<file path="src/sv/phtp_pkg.sv">
package phtp_pkg;

  localparam int COORD_W    = 16;
  localparam int TILE_W     = 6;
  localparam int CFG_IDX_W  = 3;
  localparam int CFG_DATA_W = 16;
  localparam int NDIM_W     = 12;
  localparam int ZDIM_W     = 13;

  // register map of the configuration port
  typedef enum logic [CFG_IDX_W-1:0] {
    CFG_CENTER_X      = 3'd0,
    CFG_CENTER_Y      = 3'd1,
    CFG_NORMAL_WIDTH  = 3'd2,
    CFG_NORMAL_HEIGHT = 3'd3,
    CFG_ZOOMED_WIDTH  = 3'd4,
    CFG_ZOOMED_HEIGHT = 3'd5,
    CFG_ZOOM_ON       = 3'd6
  } cfg_idx_e;

  typedef struct packed {
    logic signed [COORD_W-1:0] center_x;
    logic signed [COORD_W-1:0] center_y;
    logic [NDIM_W-1:0]         normal_width;
    logic [NDIM_W-1:0]         normal_height;
    logic [ZDIM_W-1:0]         zoomed_width;
    logic [ZDIM_W-1:0]         zoomed_height;
    logic                      zoom_on;
  } cfg_t;

  typedef enum logic [2:0] {
    ST_IDLE,
    ST_LOAD,
    ST_COL,
    ST_ODD,
    ST_EVEN,
    ST_DONE
  } state_e;

  typedef struct packed {
    logic take;
    logic load;
    logic col_next;
    logic odd_init;
    logic even_init;
    logic row_next;
    logic capture;
    logic out_load;
  } dp_cmd_t;

  typedef struct packed {
    logic col_ok;
    logic x_in_odd;
    logic x_in_even;
    logic row_ok;
    logic hit;
    logic lower_miss;
  } dp_stat_t;

endpackage

</file>
<file path="src/sv/phtp_if.sv">
interface phtp_click_if;
  logic                               valid;
  logic                               ready;
  logic signed [phtp_pkg::COORD_W-1:0] click_x;
  logic signed [phtp_pkg::COORD_W-1:0] click_y;

  modport source (output valid, output click_x, output click_y, input ready);
  modport sink   (input valid, input click_x, input click_y, output ready);
endinterface

interface phtp_tile_if;
  logic                          valid;
  logic                          ready;
  logic [phtp_pkg::TILE_W-1:0]   tile_col;
  logic [phtp_pkg::TILE_W-1:0]   tile_row;

  modport source (output valid, output tile_col, output tile_row, input ready);
  modport sink   (input valid, input tile_col, input tile_row, output ready);
endinterface

interface phtp_cfg_if;
  logic                              valid;
  logic                              ready;
  logic [phtp_pkg::CFG_IDX_W-1:0]    index;
  logic [phtp_pkg::CFG_DATA_W-1:0]   data;

  modport source (output valid, output index, output data, input ready);
  modport sink   (input valid, input index, input data, output ready);
endinterface

</file>
<file path="src/sv/phtp_cfg_regs.sv">
module phtp_cfg_regs (
  input  logic            clk_i,
  input  logic            rst_ni,
  phtp_cfg_if.sink        cfg_i,
  output phtp_pkg::cfg_t  cfg_o
);

  phtp_pkg::cfg_t cfg_q;

  assign cfg_i.ready = 1'b1;
  assign cfg_o       = cfg_q;

  always_ff @(posedge clk_i or negedge rst_ni) begin
    if (!rst_ni) begin
      cfg_q <= '0;
    end else if (cfg_i.valid) begin
      case (phtp_pkg::cfg_idx_e'(cfg_i.index))
        phtp_pkg::CFG_CENTER_X:      cfg_q.center_x      <= cfg_i.data[15:0];
        phtp_pkg::CFG_CENTER_Y:      cfg_q.center_y      <= cfg_i.data[15:0];
        phtp_pkg::CFG_NORMAL_WIDTH:  cfg_q.normal_width  <= cfg_i.data[11:0];
        phtp_pkg::CFG_NORMAL_HEIGHT: cfg_q.normal_height <= cfg_i.data[11:0];
        phtp_pkg::CFG_ZOOMED_WIDTH:  cfg_q.zoomed_width  <= cfg_i.data[12:0];
        phtp_pkg::CFG_ZOOMED_HEIGHT: cfg_q.zoomed_height <= cfg_i.data[12:0];
        phtp_pkg::CFG_ZOOM_ON:       cfg_q.zoom_on       <= cfg_i.data[0];
        default: ;  // unmapped index, ignored
      endcase
    end
  end

endmodule

</file>
<file path="src/sv/phtp_ctrl.sv">
module phtp_ctrl (
  input  logic                clk_i,
  input  logic                rst_ni,
  input  logic                in_valid_i,
  output logic                in_ready_o,
  output logic                out_valid_o,
  input  logic                out_ready_i,
  input  phtp_pkg::dp_stat_t  stat_i,
  output phtp_pkg::dp_cmd_t   cmd_o
);

  phtp_pkg::state_e state_q, state_d;
  logic             out_valid_q, out_valid_d;
  logic             out_free;
  logic             row_exit;

  assign out_free = !out_valid_q || out_ready_i;
  assign row_exit = !stat_i.row_ok || stat_i.lower_miss;

  // next state
  always_comb begin
    state_d = state_q;
    case (state_q)
      phtp_pkg::ST_IDLE: begin
        if (in_valid_i) state_d = phtp_pkg::ST_LOAD;
      end
      phtp_pkg::ST_LOAD: begin
        state_d = phtp_pkg::ST_COL;
      end
      phtp_pkg::ST_COL: begin
        if (!stat_i.col_ok)        state_d = phtp_pkg::ST_DONE;
        else if (stat_i.x_in_odd)  state_d = phtp_pkg::ST_ODD;
        else if (stat_i.x_in_even) state_d = phtp_pkg::ST_EVEN;
      end
      phtp_pkg::ST_ODD: begin
        if (stat_i.row_ok && stat_i.hit) state_d = phtp_pkg::ST_DONE;
        else if (row_exit) begin
          state_d = stat_i.x_in_even ? phtp_pkg::ST_EVEN : phtp_pkg::ST_COL;
        end
      end
      phtp_pkg::ST_EVEN: begin
        if (stat_i.row_ok && stat_i.hit) state_d = phtp_pkg::ST_DONE;
        else if (row_exit)               state_d = phtp_pkg::ST_COL;
      end
      phtp_pkg::ST_DONE: begin
        if (out_free) state_d = phtp_pkg::ST_IDLE;
      end
      default: state_d = phtp_pkg::ST_IDLE;
    endcase
  end

  // commands
  always_comb begin
    cmd_o      = '0;
    in_ready_o = 1'b0;
    case (state_q)
      phtp_pkg::ST_IDLE: begin
        in_ready_o = 1'b1;
        cmd_o.take = in_valid_i;
      end
      phtp_pkg::ST_LOAD: begin
        cmd_o.load = 1'b1;
      end
      phtp_pkg::ST_COL: begin
        if (stat_i.col_ok) begin
          if (stat_i.x_in_odd)       cmd_o.odd_init  = 1'b1;
          else if (stat_i.x_in_even) cmd_o.even_init = 1'b1;
          else                       cmd_o.col_next  = 1'b1;
        end
      end
      phtp_pkg::ST_ODD: begin
        if (stat_i.row_ok && stat_i.hit) cmd_o.capture = 1'b1;
        else if (row_exit) begin
          if (stat_i.x_in_even) cmd_o.even_init = 1'b1;
          else                  cmd_o.col_next  = 1'b1;
        end else begin
          cmd_o.row_next = 1'b1;
        end
      end
      phtp_pkg::ST_EVEN: begin
        if (stat_i.row_ok && stat_i.hit) cmd_o.capture  = 1'b1;
        else if (row_exit)               cmd_o.col_next = 1'b1;
        else                             cmd_o.row_next = 1'b1;
      end
      phtp_pkg::ST_DONE: begin
        cmd_o.out_load = out_free;
      end
      default: ;
    endcase
  end

  assign out_valid_d = cmd_o.out_load || (out_valid_q && !out_ready_i);
  assign out_valid_o = out_valid_q;

  always_ff @(posedge clk_i or negedge rst_ni) begin
    if (!rst_ni) begin
      state_q     <= phtp_pkg::ST_IDLE;
      out_valid_q <= 1'b0;
    end else begin
      state_q     <= state_d;
      out_valid_q <= out_valid_d;
    end
  end

  a_hit_ends_scan: assert property (@(posedge clk_i) disable iff (!rst_ni)
    (state_q == phtp_pkg::ST_ODD || state_q == phtp_pkg::ST_EVEN)
      && stat_i.row_ok && stat_i.hit |=> state_q == phtp_pkg::ST_DONE)
    else $error("hit did not end the scan");

  a_done_waits: assert property (@(posedge clk_i) disable iff (!rst_ni)
    state_q == phtp_pkg::ST_DONE && out_valid_q && !out_ready_i
      |=> state_q == phtp_pkg::ST_DONE && out_valid_q)
    else $error("result overwritten while output busy");

  a_valid_from_done: assert property (@(posedge clk_i) disable iff (!rst_ni)
    $rose(out_valid_q) |-> $past(state_q) == phtp_pkg::ST_DONE)
    else $error("output valid raised outside done");

  a_load_after_take: assert property (@(posedge clk_i) disable iff (!rst_ni)
    state_q == phtp_pkg::ST_LOAD |-> $past(in_valid_i) && $past(state_q) == phtp_pkg::ST_IDLE)
    else $error("load without an accepted word");

endmodule

</file>
<file path="src/sv/phtp_dp.sv">
module phtp_dp #(
  parameter int NORMAL_TILE_SIZE = 100,
  parameter int ZOOM_TILE_SIZE   = 200,
  parameter int MAX_TILES        = 63
) (
  input  logic                                clk_i,
  input  phtp_pkg::cfg_t                      cfg_i,
  input  logic signed [phtp_pkg::COORD_W-1:0] click_x_i,
  input  logic signed [phtp_pkg::COORD_W-1:0] click_y_i,
  input  phtp_pkg::dp_cmd_t                   cmd_i,
  output phtp_pkg::dp_stat_t                  stat_o,
  output logic [phtp_pkg::TILE_W-1:0]         tile_col_o,
  output logic [phtp_pkg::TILE_W-1:0]         tile_row_o
);

  localparam int TSMAX = (ZOOM_TILE_SIZE > NORMAL_TILE_SIZE) ? ZOOM_TILE_SIZE
                                                             : NORMAL_TILE_SIZE;
  localparam int AW = $clog2(TSMAX * (MAX_TILES + 4) * 4 + 2**17) + 2;
  localparam int CW = $clog2(MAX_TILES + 2);
  localparam int RW = $clog2(MAX_TILES + 3);
  localparam int TW = phtp_pkg::TILE_W;

  localparam int N_TS   = NORMAL_TILE_SIZE;
  localparam int N_HALF = NORMAL_TILE_SIZE / 2;
  localparam int N_Q1   = NORMAL_TILE_SIZE / 4;
  localparam int N_Q3   = (3 * NORMAL_TILE_SIZE) / 4;
  localparam int N_Q5   = (5 * NORMAL_TILE_SIZE) / 4;
  localparam int N_Q9   = (9 * NORMAL_TILE_SIZE) / 4;
  localparam int N_STEP = (3 * NORMAL_TILE_SIZE) / 2;
  localparam int Z_TS   = ZOOM_TILE_SIZE;
  localparam int Z_HALF = ZOOM_TILE_SIZE / 2;
  localparam int Z_Q1   = ZOOM_TILE_SIZE / 4;
  localparam int Z_Q3   = (3 * ZOOM_TILE_SIZE) / 4;
  localparam int Z_Q5   = (5 * ZOOM_TILE_SIZE) / 4;
  localparam int Z_Q9   = (9 * ZOOM_TILE_SIZE) / 4;
  localparam int Z_STEP = (3 * ZOOM_TILE_SIZE) / 2;

  typedef logic signed [AW-1:0] val_t;

  // y >= trunc(n/2) and y <= trunc(n/2), with y2 = 2*y
  function automatic logic ge_half(val_t y2, val_t n);
    return y2 >= n - val_t'({1'b0, !n[AW-1]});
  endfunction

  function automatic logic le_half(val_t y2, val_t n);
    return y2 <= n + val_t'({1'b0, n[AW-1]});
  endfunction

  logic signed [phtp_pkg::COORD_W-1:0] click_x_q, click_y_q;
  val_t x_q, y2_q, offmx_q, colbase_q;
  val_t na_q, nb_q, nc_q, nd_q, rowlim_q;
  logic [CW-1:0] col_q, hit_col_q;
  logic [RW-1:0] row_q, hit_row_q;
  logic [TW-1:0] tile_col_q, tile_row_q;

  val_t ts, half, q1, q3, q5, q9, step;
  val_t w_s, h_s, cx, cy;
  val_t a_c, b_c, c_c, d_c;
  logic even_sel;

  always_comb begin
    if (cfg_i.zoom_on) begin
      ts   = val_t'(Z_TS);
      half = val_t'(Z_HALF);
      q1   = val_t'(Z_Q1);
      q3   = val_t'(Z_Q3);
      q5   = val_t'(Z_Q5);
      q9   = val_t'(Z_Q9);
      step = val_t'(Z_STEP);
      w_s  = val_t'({1'b0, cfg_i.zoomed_width});
      h_s  = val_t'({1'b0, cfg_i.zoomed_height});
    end else begin
      ts   = val_t'(N_TS);
      half = val_t'(N_HALF);
      q1   = val_t'(N_Q1);
      q3   = val_t'(N_Q3);
      q5   = val_t'(N_Q5);
      q9   = val_t'(N_Q9);
      step = val_t'(N_STEP);
      w_s  = val_t'({1'b0, cfg_i.normal_width});
      h_s  = val_t'({1'b0, cfg_i.normal_height});
    end
    cx = val_t'(cfg_i.center_x) - (w_s >>> 1);
    cy = val_t'(cfg_i.center_y) - (h_s >>> 1);
  end

  // line offsets of the first hexagon in a row group
  assign even_sel = cmd_i.even_init;
  always_comb begin
    if (even_sel) begin
      a_c = q5;
      b_c = q1;
      c_c = q5;
      d_c = q9;
    end else begin
      a_c = q1;
      b_c = -q1;
      c_c = q3;
      d_c = q5;
    end
  end

  always_comb begin
    stat_o.col_ok     = (col_q <= CW'(MAX_TILES)) && (colbase_q + ts + half <= w_s);
    stat_o.x_in_odd   = (x_q >= colbase_q) && (x_q <= colbase_q + ts);
    stat_o.x_in_even  = (x_q >= colbase_q + half) && (x_q <= colbase_q + ts + half);
    stat_o.row_ok     = (row_q <= RW'(MAX_TILES)) &&
                        ((row_q == RW'(1)) ? (h_s > ts - q3) : (rowlim_q <= h_s));
    stat_o.lower_miss = !(ge_half(y2_q, na_q) && ge_half(y2_q, nb_q));
    stat_o.hit        = !stat_o.lower_miss && le_half(y2_q, nc_q) && le_half(y2_q, nd_q);
  end

  always_ff @(posedge clk_i) begin
    if (cmd_i.take) begin
      click_x_q <= click_x_i;
      click_y_q <= click_y_i;
    end
    if (cmd_i.load) begin
      x_q       <= val_t'(click_x_q) - cx;
      y2_q      <= (val_t'(click_y_q) - cy) <<< 1;
      offmx_q   <= cx - val_t'(click_x_q);
      colbase_q <= '0;
      col_q     <= CW'(1);
      hit_col_q <= '0;
      hit_row_q <= '0;
    end
    if (cmd_i.col_next) begin
      col_q     <= col_q + CW'(1);
      colbase_q <= colbase_q + ts;
      offmx_q   <= offmx_q + (half <<< 1);
    end
    if (cmd_i.odd_init || cmd_i.even_init) begin
      na_q     <= (a_c <<< 1) + offmx_q;
      nb_q     <= (b_c <<< 1) - offmx_q;
      nc_q     <= (c_c <<< 1) - offmx_q;
      nd_q     <= (d_c <<< 1) + offmx_q;
      row_q    <= even_sel ? RW'(2) : RW'(1);
      rowlim_q <= even_sel ? ts + q3 : ts;
    end
    if (cmd_i.row_next) begin
      na_q     <= na_q + (step <<< 1);
      nb_q     <= nb_q + (step <<< 1);
      nc_q     <= nc_q + (step <<< 1);
      nd_q     <= nd_q + (step <<< 1);
      row_q    <= row_q + RW'(2);
      rowlim_q <= rowlim_q + (q3 <<< 1);
    end
    if (cmd_i.capture) begin
      hit_col_q <= col_q;
      hit_row_q <= row_q;
    end
    if (cmd_i.out_load) begin
      tile_col_q <= TW'(hit_col_q);
      tile_row_q <= TW'(hit_row_q);
    end
  end

  assign tile_col_o = tile_col_q;
  assign tile_row_o = tile_row_q;

endmodule

</file>
<file path="src/sv/pixel_to_hex_tile_pick_top.sv">
// scan: the time from accepted click to result valid grows with the number of columns
//   entered and of row candidates tested by the column/row scan in the datapath
// throughput: one click at a time; a new click is taken as soon as the scan has handed
//   its result to the output register, even while that result waits for ready
// reset: asynchronous active-low, clears config registers, state and output valid
module pixel_to_hex_tile_pick_top #(
  parameter int NORMAL_TILE_SIZE = 100,
  parameter int ZOOM_TILE_SIZE   = 200,
  parameter int MAX_TILES        = 63
) (
  input  logic            clk_i,
  input  logic            rst_ni,
  phtp_cfg_if.sink        cfg_i,
  phtp_click_if.sink      click_i,
  phtp_tile_if.source     tile_o
);

  // config register file; the user must write it only while the picker is idle, the block does not enforce it
  phtp_pkg::cfg_t     cfg;

  // command and status between sequencer and datapath
  phtp_pkg::dp_cmd_t  cmd;
  phtp_pkg::dp_stat_t stat;

  logic in_ready;
  logic out_valid;

  phtp_cfg_regs u_cfg (
    .clk_i  (clk_i),
    .rst_ni (rst_ni),
    .cfg_i  (cfg_i),
    .cfg_o  (cfg)
  );

  // sequencer: per column one test of the x ranges, then odd rows then
  // even rows, one row candidate per cycle; first hit in scan order wins
  phtp_ctrl u_ctrl (
    .clk_i       (clk_i),
    .rst_ni      (rst_ni),
    .in_valid_i  (click_i.valid),
    .in_ready_o  (in_ready),
    .out_valid_o (out_valid),
    .out_ready_i (tile_o.ready),
    .stat_i      (stat),
    .cmd_o       (cmd)
  );

  // datapath: incremental line bounds in doubled units (one fractional bit),
  // column and row limits checked with running sums instead of divisions
  phtp_dp #(
    .NORMAL_TILE_SIZE (NORMAL_TILE_SIZE),
    .ZOOM_TILE_SIZE   (ZOOM_TILE_SIZE),
    .MAX_TILES        (MAX_TILES)
  ) u_dp (
    .clk_i      (clk_i),
    .cfg_i      (cfg),
    .click_x_i  (click_i.click_x),
    .click_y_i  (click_i.click_y),
    .cmd_i      (cmd),
    .stat_o     (stat),
    .tile_col_o (tile_o.tile_col),
    .tile_row_o (tile_o.tile_row)
  );

  assign click_i.ready = in_ready;
  assign tile_o.valid  = out_valid;

endmodule

</file>
<file path="src/flat_wrapper.sv">
// flat-port wrapper written by rule: the top's interface ports become plain ports
module pixel_to_hex_tile_pick_top_flat 
#(
  parameter int NORMAL_TILE_SIZE = 100,
  parameter int ZOOM_TILE_SIZE   = 200,
  parameter int MAX_TILES        = 63
)
  (clk_i, rst_ni, cfg_i_valid, cfg_i_index, cfg_i_data, cfg_i_ready, click_i_valid, click_i_click_x, click_i_click_y, click_i_ready, tile_o_valid, tile_o_tile_col, tile_o_tile_row, tile_o_ready);
  phtp_cfg_if cfg_i_i ();
  phtp_click_if click_i_i ();
  phtp_tile_if tile_o_i ();
  input  logic clk_i;
  input  logic rst_ni;
  input wire logic [$bits(cfg_i_i.valid)-1:0] cfg_i_valid;
  input wire logic [$bits(cfg_i_i.index)-1:0] cfg_i_index;
  input wire logic [$bits(cfg_i_i.data)-1:0] cfg_i_data;
  output wire logic [$bits(cfg_i_i.ready)-1:0] cfg_i_ready;
  input wire logic [$bits(click_i_i.valid)-1:0] click_i_valid;
  input wire logic [$bits(click_i_i.click_x)-1:0] click_i_click_x;
  input wire logic [$bits(click_i_i.click_y)-1:0] click_i_click_y;
  output wire logic [$bits(click_i_i.ready)-1:0] click_i_ready;
  output wire logic [$bits(tile_o_i.valid)-1:0] tile_o_valid;
  output wire logic [$bits(tile_o_i.tile_col)-1:0] tile_o_tile_col;
  output wire logic [$bits(tile_o_i.tile_row)-1:0] tile_o_tile_row;
  input wire logic [$bits(tile_o_i.ready)-1:0] tile_o_ready;
  assign cfg_i_i.valid = cfg_i_valid;
  assign cfg_i_i.index = cfg_i_index;
  assign cfg_i_i.data = cfg_i_data;
  assign cfg_i_ready = cfg_i_i.ready;
  assign click_i_i.valid = click_i_valid;
  assign click_i_i.click_x = click_i_click_x;
  assign click_i_i.click_y = click_i_click_y;
  assign click_i_ready = click_i_i.ready;
  assign tile_o_valid = tile_o_i.valid;
  assign tile_o_tile_col = tile_o_i.tile_col;
  assign tile_o_tile_row = tile_o_i.tile_row;
  assign tile_o_i.ready = tile_o_ready;
  pixel_to_hex_tile_pick_top #(.NORMAL_TILE_SIZE(NORMAL_TILE_SIZE), .ZOOM_TILE_SIZE(ZOOM_TILE_SIZE), .MAX_TILES(MAX_TILES)) u_core (.clk_i(clk_i), .rst_ni(rst_ni), .cfg_i(cfg_i_i), .click_i(click_i_i), .tile_o(tile_o_i));
endmodule
</file>
<file path="config.mk">
export PLATFORM = sky130hd
export DESIGN_NAME = pixel_to_hex_tile_pick_top_flat
export DESIGN_NICKNAME = d
export VERILOG_FILES = /design/src/sv/phtp_pkg.sv /design/src/sv/phtp_if.sv /design/src/sv/phtp_cfg_regs.sv /design/src/sv/phtp_ctrl.sv /design/src/sv/phtp_dp.sv /design/src/sv/pixel_to_hex_tile_pick_top.sv /design/src/flat_wrapper.sv
export SDC_FILE = /design/constraint.sdc
export NUM_CORES = 1
export LEC_CHECK = 0
export ABC_AREA = 1
export BUFFER_PORTS_ARGS = -buffer_cell sky130_fd_sc_hd__buf_4
export CORE_MARGIN = 2
export CORE_UTILIZATION = 60
export CTS_CLUSTER_DIAMETER = 30
export DETAILED_ROUTE_END_ITERATION = 6
export GPL_TIMING_DRIVEN = 0
export HOLD_SLACK_MARGIN = 0.1
export MAX_ROUTING_LAYER = met4
export PLACE_DENSITY = 0.77
export SLEW_MARGIN = 20
export SYNTH_ARGS = -nofsm -noshare
export SYNTH_HDL_FRONTEND = slang
export SYNTH_SLANG_ARGS = --single-unit
</file>
<file path="constraint.sdc">
create_clock -name clk_i -period 11.36 [get_ports clk_i]
set_input_delay 1.704 -clock clk_i [delete_from_list [all_inputs] [get_ports clk_i]]
set_output_delay 1.704 -clock clk_i [all_outputs]
set_load 0.01 [all_outputs]
</file>
==> summary.md, run 1 <==
| Metric | Value |
|---|---|
| Status | `completed` |
| Synth area leaders | `edfxtp_1, ha_1, nand2_1` |
| Horiz. Die Dim | `217 um` |
| Crit Path Class | `flip-flop to flip-flop` |
| Fillers | `3571` |
| Register area | `just over 9000 um2` |
| Number of global-route vias before repair | `23700` |
| Final setup viols | `0` |
| Async SR Flop Fraction | `26.7%` |
| Drt pass-1 iters | `6` |
| Worst-margin pin slew | `1.07 ns` |
| Max-slew violation count | `0` |
| DIE AREA | `around 47000 um2` |
| GPL Wtd Cong | `0.974` |
| TritonCTS clock tree | `yes` |
| WHS Path Cells | `0` |
| Netlist cell types | `68` |
| Largest net degree at the start of global routing | `between 80 and 90` |
| Crit. End Element | `flip-flop` |
| Layout Utilization | `69.6%` |
| Die height | `217 um` |
| Resized cells post-CTS | `0` |
| Worst Reg-to-Reg Cells | `50` |
| Fmax achieved | `between 90 and 100 MHz` |
| Htree depth | `3` |
| Number of flops mapped to enable cells by yosys | `239` |
| Initial antenna violation count | `1` |
| Sink Count | `326` |
| Crit share post-route | `between 90% and 100%` |
| CP Launch Point | `u_core.u_cfg.cfg_o[0]$_DFFE_PN0P_` |
| FP Rows | `78` |
| Post-layout minimum cycle time | `10.30 ns` |
| NumNets Final | `3846` |
| Gr usage total | `35.2%` |
| Metal3 WL | `5090 um` |
| Sequential element share of the synthesized area | `between 30% and 40%` |
| Setup tns final | `0 ns` |
| Met1 WL | `around 32000 um` |
| CORE AREA | `45100 um2` |
| Critical Path AT | `10.62 ns` |
| CTS Buf Count | `77` |
| Clock-pin transition on the worst setup and hold timing paths | `0.05 ns` |
| Root Buffer | `clkbuf_16` |
| Final Hold Vio Count | `0` |
| Mean Syn Cell Area | `8.33 um2` |
| Area Overhead vs Synth | `15.1%` |
| Hold slack | `0.417 ns` |
| Clk_lat worst skew | `0.62 ns` |
| First-pass GRT wire length | `126000 um` |
| Clock buffer depth | `3` |
| Global route overflow | `0` |
| Max stage delay on crit path | `0.68 ns` |
| Via count | `roughly 24000` |
| YS warnings | `0` |
| Via/cell ratio | `5.75` |
| Post-CTS Repair Setup Buffers | `0` |
| Synth Net Count | `3691` |
| R2r endpoint | `u_core.u_dp.nc_q[15]$_DFFE_PP_` |
| Worst min path class | `flip-flop to flip-flop` |
| Post-DRT Antenna Nets | `0` |
| DRC viols | `0` |
| Total of max-cap violations | `0` |
| Synthesis-stage register bit count | `326` |
| Wirelength per Cell | `19.4 um` |
| Setup WS post-layout | `1.06 ns` |
| Crit start category | `flip-flop` |
| CP Data Required Time | `11.68 ns` |
| Post-synth top area cell | `edfxtp_1` |
| DP HPWL | `61300 um` |
| Num ports | `71` |
| Pre-CTS setup slack | `approximately 1.4 ns` |
| Unrepaired setup endpoints after global routing | `no` |
| R2r setup slk | `1.06 ns` |
| Yosys top cell area share | `26.3%` |
| Multi-input gate area | `15900 um2` |
| Worst Hold Launch | `u_core.u_dp.hit_col_q[4]$_SDFFCE_PN0P_` |
| Hold-fix buffers, CTS | `0` |
| Initial DRC Count | `1939` |
| Crit Path Max Fanout | `39` |
| RR Startpoint | `u_core.u_cfg.cfg_o[0]$_DFFE_PN0P_` |
| Initial Utilization | `60.5%` |
| Clock skew | `between 0.02 and 0.03 ns` |
| Syn Inst Count | `3272` |
| Final WL | `between 70000 and 80000 um` |
| Input/output buffers | `69` |
| Top_reg_cell synth | `edfxtp_1` |
| Slowest-stage cell, CP | `dfrtp_2` |
| Syn Std Cell Area | `27300 um2` |
| Uppermost layer routed | `met4` |
| Most frequent CP cell | `nand2_1` |
| Commonest cells after routing, fill and taps aside | `nand2_1, inv_1, ha_1` |
| Leading cell type in the layout, fill and taps excluded | `nand2_1` |
| WHS Endpoint | `u_core.u_dp.tile_col_o[4]$_DFFE_PP_` |
| Worst rel slew slack | `28.5%` |
| DR WL met2 | `37900 um` |
| Layout cells sized above 1 | `slightly above 9%` |
## metrics by stage
step,cell area (um2),std cells
2_1_floorplan,27300,3272
3_3_place_gp,28500,3941
3_5_place_dp,28700,3948
4_1_cts,31400,4088
5_1_grt,31400,4089
6_report,31400,4089
## routing by layer
metal  global-route usage [%]  up-vias
met5                        -        -
li1                         -    11300
met1                     42.5    11100
met3                     5.21      219
met2                     58.2      804
met4                     16.7        0
## cell type report
cell class / instances / area share [%]
Clock buffer: 91 / 6.53
Timing Repair Buffer: 76 / 2.03
Multi-Input combinational cell: 2414 / 50.5
Inverter: 455 / 5.46
Sequential cell: 326 / 29.8
Antenna cell: 1 / 0.00797
Clock inverter: 49 / 2.02
Buffer: 77 / 1.20
Tap cell: 600 / 2.39
## registers in the layout, indices dropped and copies added (netlist names)
name / count
u_core.u_cfg.cfg_o: 83
u_core.u_dp.offmx_q: 20
u_core.u_dp.rowlim_q: 20
u_core.u_dp.na_q: 19
u_core.u_dp.nc_q: 19
u_core.u_dp.nd_q: 19
u_core.u_dp.colbase_q: 18
u_core.u_dp.nb_q: 18
u_core.u_dp.x_q: 18
u_core.u_dp.y2_q: 18
u_core.u_dp.click_x_q: 16
u_core.u_dp.click_y_q: 16
u_core.u_dp.col_q: 7
u_core.u_dp.row_q: 7
u_core.u_dp.hit_col_q: 6
u_core.u_dp.hit_row_q: 6
u_core.u_dp.tile_col_o: 6
u_core.u_dp.tile_row_o: 6
u_core.u_ctrl.state_q: 3
u_core.u_ctrl.out_valid_o: 1
## cells in the mapped netlist, drive strengths merged, types with 6 or more instances
master    n
a211oi   13
a21boi    6
a21o     10
a21oi   211
a31oi    14
buf      25
clkbuf   52
dfrtp    87
edfxtp  239
fa       19
ha      344
inv     450
mux2i    19
nand2   600
nand3   154
nand3b    9
nand4    46
nor2    268
nor3     53
nor4     11
o211ai   14
o21a     10
o21ai   226
o21bai   20
o31ai    10
or2      17
xnor2    57
xor2    247
## kinds of logic after synthesis
| kind of cell | Yosys count | share of synthesized area, % |
|---|---|---|
| AO/OA/AOI/OAI | 561 | 11.9 |
| buffers and inverters | 532 | 7.67 |
| flip-flops | 326 | 34.3 |
| XOR/XNOR | 304 | 9.82 |
| multiplexers | 19 | 0.697 |
| other | 1 | 0.0138 |
| adder cells (fa/ha/maj) | 363 | 17.2 |
| AND/OR/NAND/NOR | 1166 | 18.4 |
## worst max-delay path, delay by kind of cell, from the launching register on
kind	cells	cell delay [ns]
XOR/XNOR	2	0.48
AND/OR/NAND/NOR	24	2.61
adder cells (fa/ha/maj)	6	2.21
AO/OA/AOI/OAI	11	2.61
buffers and inverters	7	1.32
flip-flops	1	0.68
## how the worst max path moves through the flow
| stage | endpoint | slack, ns | depth (start not counted) |
|---|---|---|---|
| after detailed placement | u_core.u_dp.nb_q[19]$_DFFE_PP_ | 1.40 | 52 |
| after floorplan | u_core.u_dp.nb_q[19]$_DFFE_PP_ | 3.22 | 54 |
| after CTS | u_core.u_dp.nb_q[19]$_DFFE_PP_ | 1.31 | 53 |
| after global placement | u_core.u_dp.rowlim_q[14]$_SDFFCE_PN0P_ | -0.37 | 36 |
| after global routing | u_core.u_dp.nb_q[19]$_DFFE_PP_ | 0.46 | 53 |
| final | u_core.u_dp.nc_q[15]$_DFFE_PP_ | 1.06 | 50 |
Power of run 1 is not shown: default switching activity piles up to over one toggle a cycle in this logic, so the estimate is an artifact.
==> run 2, diff against run 1 <==
Settings changed: CELL_PAD_IN_SITES_DETAIL_PLACEMENT set to 1, CELL_PAD_IN_SITES_GLOBAL_PLACEMENT set to 2, CORE_UTILIZATION 60 to 40, PLACE_DENSITY 0.77 to unset, PLACE_DENSITY_LB_ADDON set to 0.1, SLEW_MARGIN 20 to unset.
==> run 2 against run 1 <==
  * Sequential share of layout area fell by 0.80 points
  * Via count shrank 0.94%
  * Global-route usage down 7.9 points
  * Count of clock-buffer cells in the layout grew 8
  * Die area up 49%
==> summary.md, run 2 (synthesis gave the netlist of run 1 again) <==
| Metric | Value |
|---|---|
| Status | `completed` |
| CORE AREA | `roughly 67000 um2` |
| Via/cell ratio | `5.29` |
| PD cells | `371 nW/um2` |
| Met3 track demand over resource | `just under 3%` |
| FP Rows | `95` |
| Post-CTS Repair Setup Buffers | `0` |
| Htree depth | `3` |
| Crit share post-route | `91.7%` |
| Input/output buffers | `69` |
| Crit Path Class | `flip-flop to flip-flop` |
| Gr usage total | `27.3%` |
| Max-slew violation count | `0` |
| Max FFs per register | `just over 80` |
| M2 GR Usage | `47.1%` |
| NumNets Final | `3863` |
| Post-layout minimum cycle time | `10.42 ns` |
| Number of global-route vias before repair | `25100` |
| DIE AREA | `70300 um2` |
| Hold slack | `0.419 ns` |
| Crit Path Max Fanout | `39` |
| CTS Buf Count | `93` |
| Horiz. Die Dim | `265 um` |
| Area Overhead vs Synth | `18.3%` |
| Setup WS post-layout | `0.944 ns` |
| Crit. End Element | `flip-flop` |
| Number of diodes | `0` |
| Final Hold Vio Count | `0` |
| Pre-CTS setup slack | `0.695 ns` |
| Clock buffer depth | `3` |
| Final WL | `92200 um` |
| CP Data Required Time | `around 12 ns` |
| Clock-pin transition on the worst setup and hold timing paths | `0.05 ns` |
| Initial DRC Count | `between 1000 and 1500` |
| Leading cell type in the layout, fill and taps excluded | `nand2_1` |
| VDD IR max | `165 uV` |
| Drt pass-1 iters | `5` |
| Busiest grt layer | `met2` |
| GPL Wtd Cong | `0.904` |
| Bufs and invs on worst path | `7` |
| Clock skew | `0.0212 ns` |
| Total of max-cap violations | `0` |
| Worst-margin pin slew | `1.29 ns` |
| DRC viols | `0` |
| Slowest-stage cell, CP | `dfrtp_2` |
| DP HPWL | `73200 um` |
| Initial antenna violation count | `1` |
| Global route overflow | `0` |
| Num ports | `71` |
| Worst min path class | `flip-flop to flip-flop` |
| Die height | `265 um` |
| Initial Utilization | `around two fifths` |
| Sink Count | `326` |
| Met1 global-route usage | `33.4%` |
| Crit start category | `flip-flop` |
| Pleak | `approximately 15 nW` |
| Final setup viols | `0` |
| TritonCTS clock tree | `yes` |
| Root Buffer | `clkbuf_16` |
| Layout cells sized above 1 | `9.99%` |
| Post-DRT Antenna Nets | `0` |
| Unrepaired setup endpoints after global routing | `no` |
| Commonest cells after routing, fill and taps aside | `nand2_1, inv_1, ha_1` |
| Wirelength per Cell | `21.0 um` |
| Top cell family by delay on the critical path | `simple AND/OR/NAND/NOR gates` |
| Fmax achieved | `96.0 MHz` |
| Critical Path AT | `10.80 ns` |
| Worst rel slew slack | `12.9%` |
| Most frequent CP cell | `nand2_1` |
| Fillers | `8028` |
| Clk_lat worst skew | `0.64 ns` |
| Largest net degree at the start of global routing | `88` |
| First-pass GRT wire length | `144000 um` |
| Via count | `23300` |
| Max stage delay on crit path | `approximately 0.63 ns` |
==> run 2: cell types whose count changed in the layout (fill, tap and decap cells not counted), moves of 2 or more <==
cell | before | now
clkbuf_16 | 77 | 93
clkinv_1 | 6 | 16
clkinv_2 | 14 | 22
inv_6 | 4 | 10
clkbuf_8 | 7 | 2
clkbuf_1 | 59 | 56
clkinvlp_4 | 6 | 9
bufinv_16 | 9 | 11
clkinv_8 | 3 | 1
==> run 2: final timing paths <==
kind / startpoint / to / slack [ns] / cells after the start
setup / recovery: u_core.u_cfg.cfg_o[0]$_DFFE_PN0P_ / u_core.u_dp.nb_q[19]$_DFFE_PP_ / 0.94 / 54
hold / removal: u_core.u_dp.hit_col_q[4]$_SDFFCE_PN0P_ / u_core.u_dp.tile_col_o[4]$_DFFE_PP_ / 0.42 / 0
setup reg to reg: u_core.u_cfg.cfg_o[0]$_DFFE_PN0P_ / u_core.u_dp.nb_q[19]$_DFFE_PP_ / 0.94 / 54
hold reg to reg: u_core.u_dp.hit_col_q[4]$_SDFFCE_PN0P_ / u_core.u_dp.tile_col_o[4]$_DFFE_PP_ / 0.42 / 0
max in group asynchronous: rst_ni / u_core.u_cfg.cfg_o[0]$_DFFE_PN0P_ / 9.21 / 1
min in group asynchronous: rst_ni / u_core.u_cfg.cfg_o[23]$_DFFE_PN0P_ / 1.30 / 1
==> run 2: metrics by stage <==
step | TNS (ns) | util [%] | area [um2] | power (mW) | instances
CTS | 0 | 47.9 | 32200 | 12.1 | 4397
finish | 0 | 47.9 | 32300 | 12.0 | 4397
global route | 0 | 47.9 | 32300 | 13.0 | 4397
floorplan | 0 | - | 27300 | 7.08 | 3272
detailed placement | 0 | 43.2 | 29000 | 9.31 | 4222
global placement | -126.42 | 42.9 | 28900 | 9.00 | 4214
==> run 2: final cells by class <==
type / count / area (um2) / share of cell area, %
timing repair buffer: 77 / 654 / 2.03
sequential: 326 / 9360 / 29.0
tap: 873 / 1090 / 3.39
buffer: 77 / 378 / 1.17
multi-input combinational: 2414 / 15800 / 49.1
inverter: 455 / 1720 / 5.32
clock buffer: 99 / 2370 / 7.35
clock inverter: 76 / 840 / 2.60
==> run 2: power by group <==
group	internal, mW	switching, mW
logic	2.39	4.30
clock network	1.77	0.869
registers	2.07	0.559
total	6.23	5.73
==> run 2: what timing repair did <==
| item | in CTS | in global routing |
|---|---|---|
| hold buffers | 0 | 0 |
| gates resized for setup | 0 | 2 |
| endpoints found under the setup margin | 0 | 1 |
==> run 2: per-layer routing <==
metal	vias up	routed length [um]
met2	378	45500
met5	-	0
met4	0	2970
met1	11400	40900
met3	140	2830
li1	11400	-
Note: power is estimated with default switching activity, not from simulation.
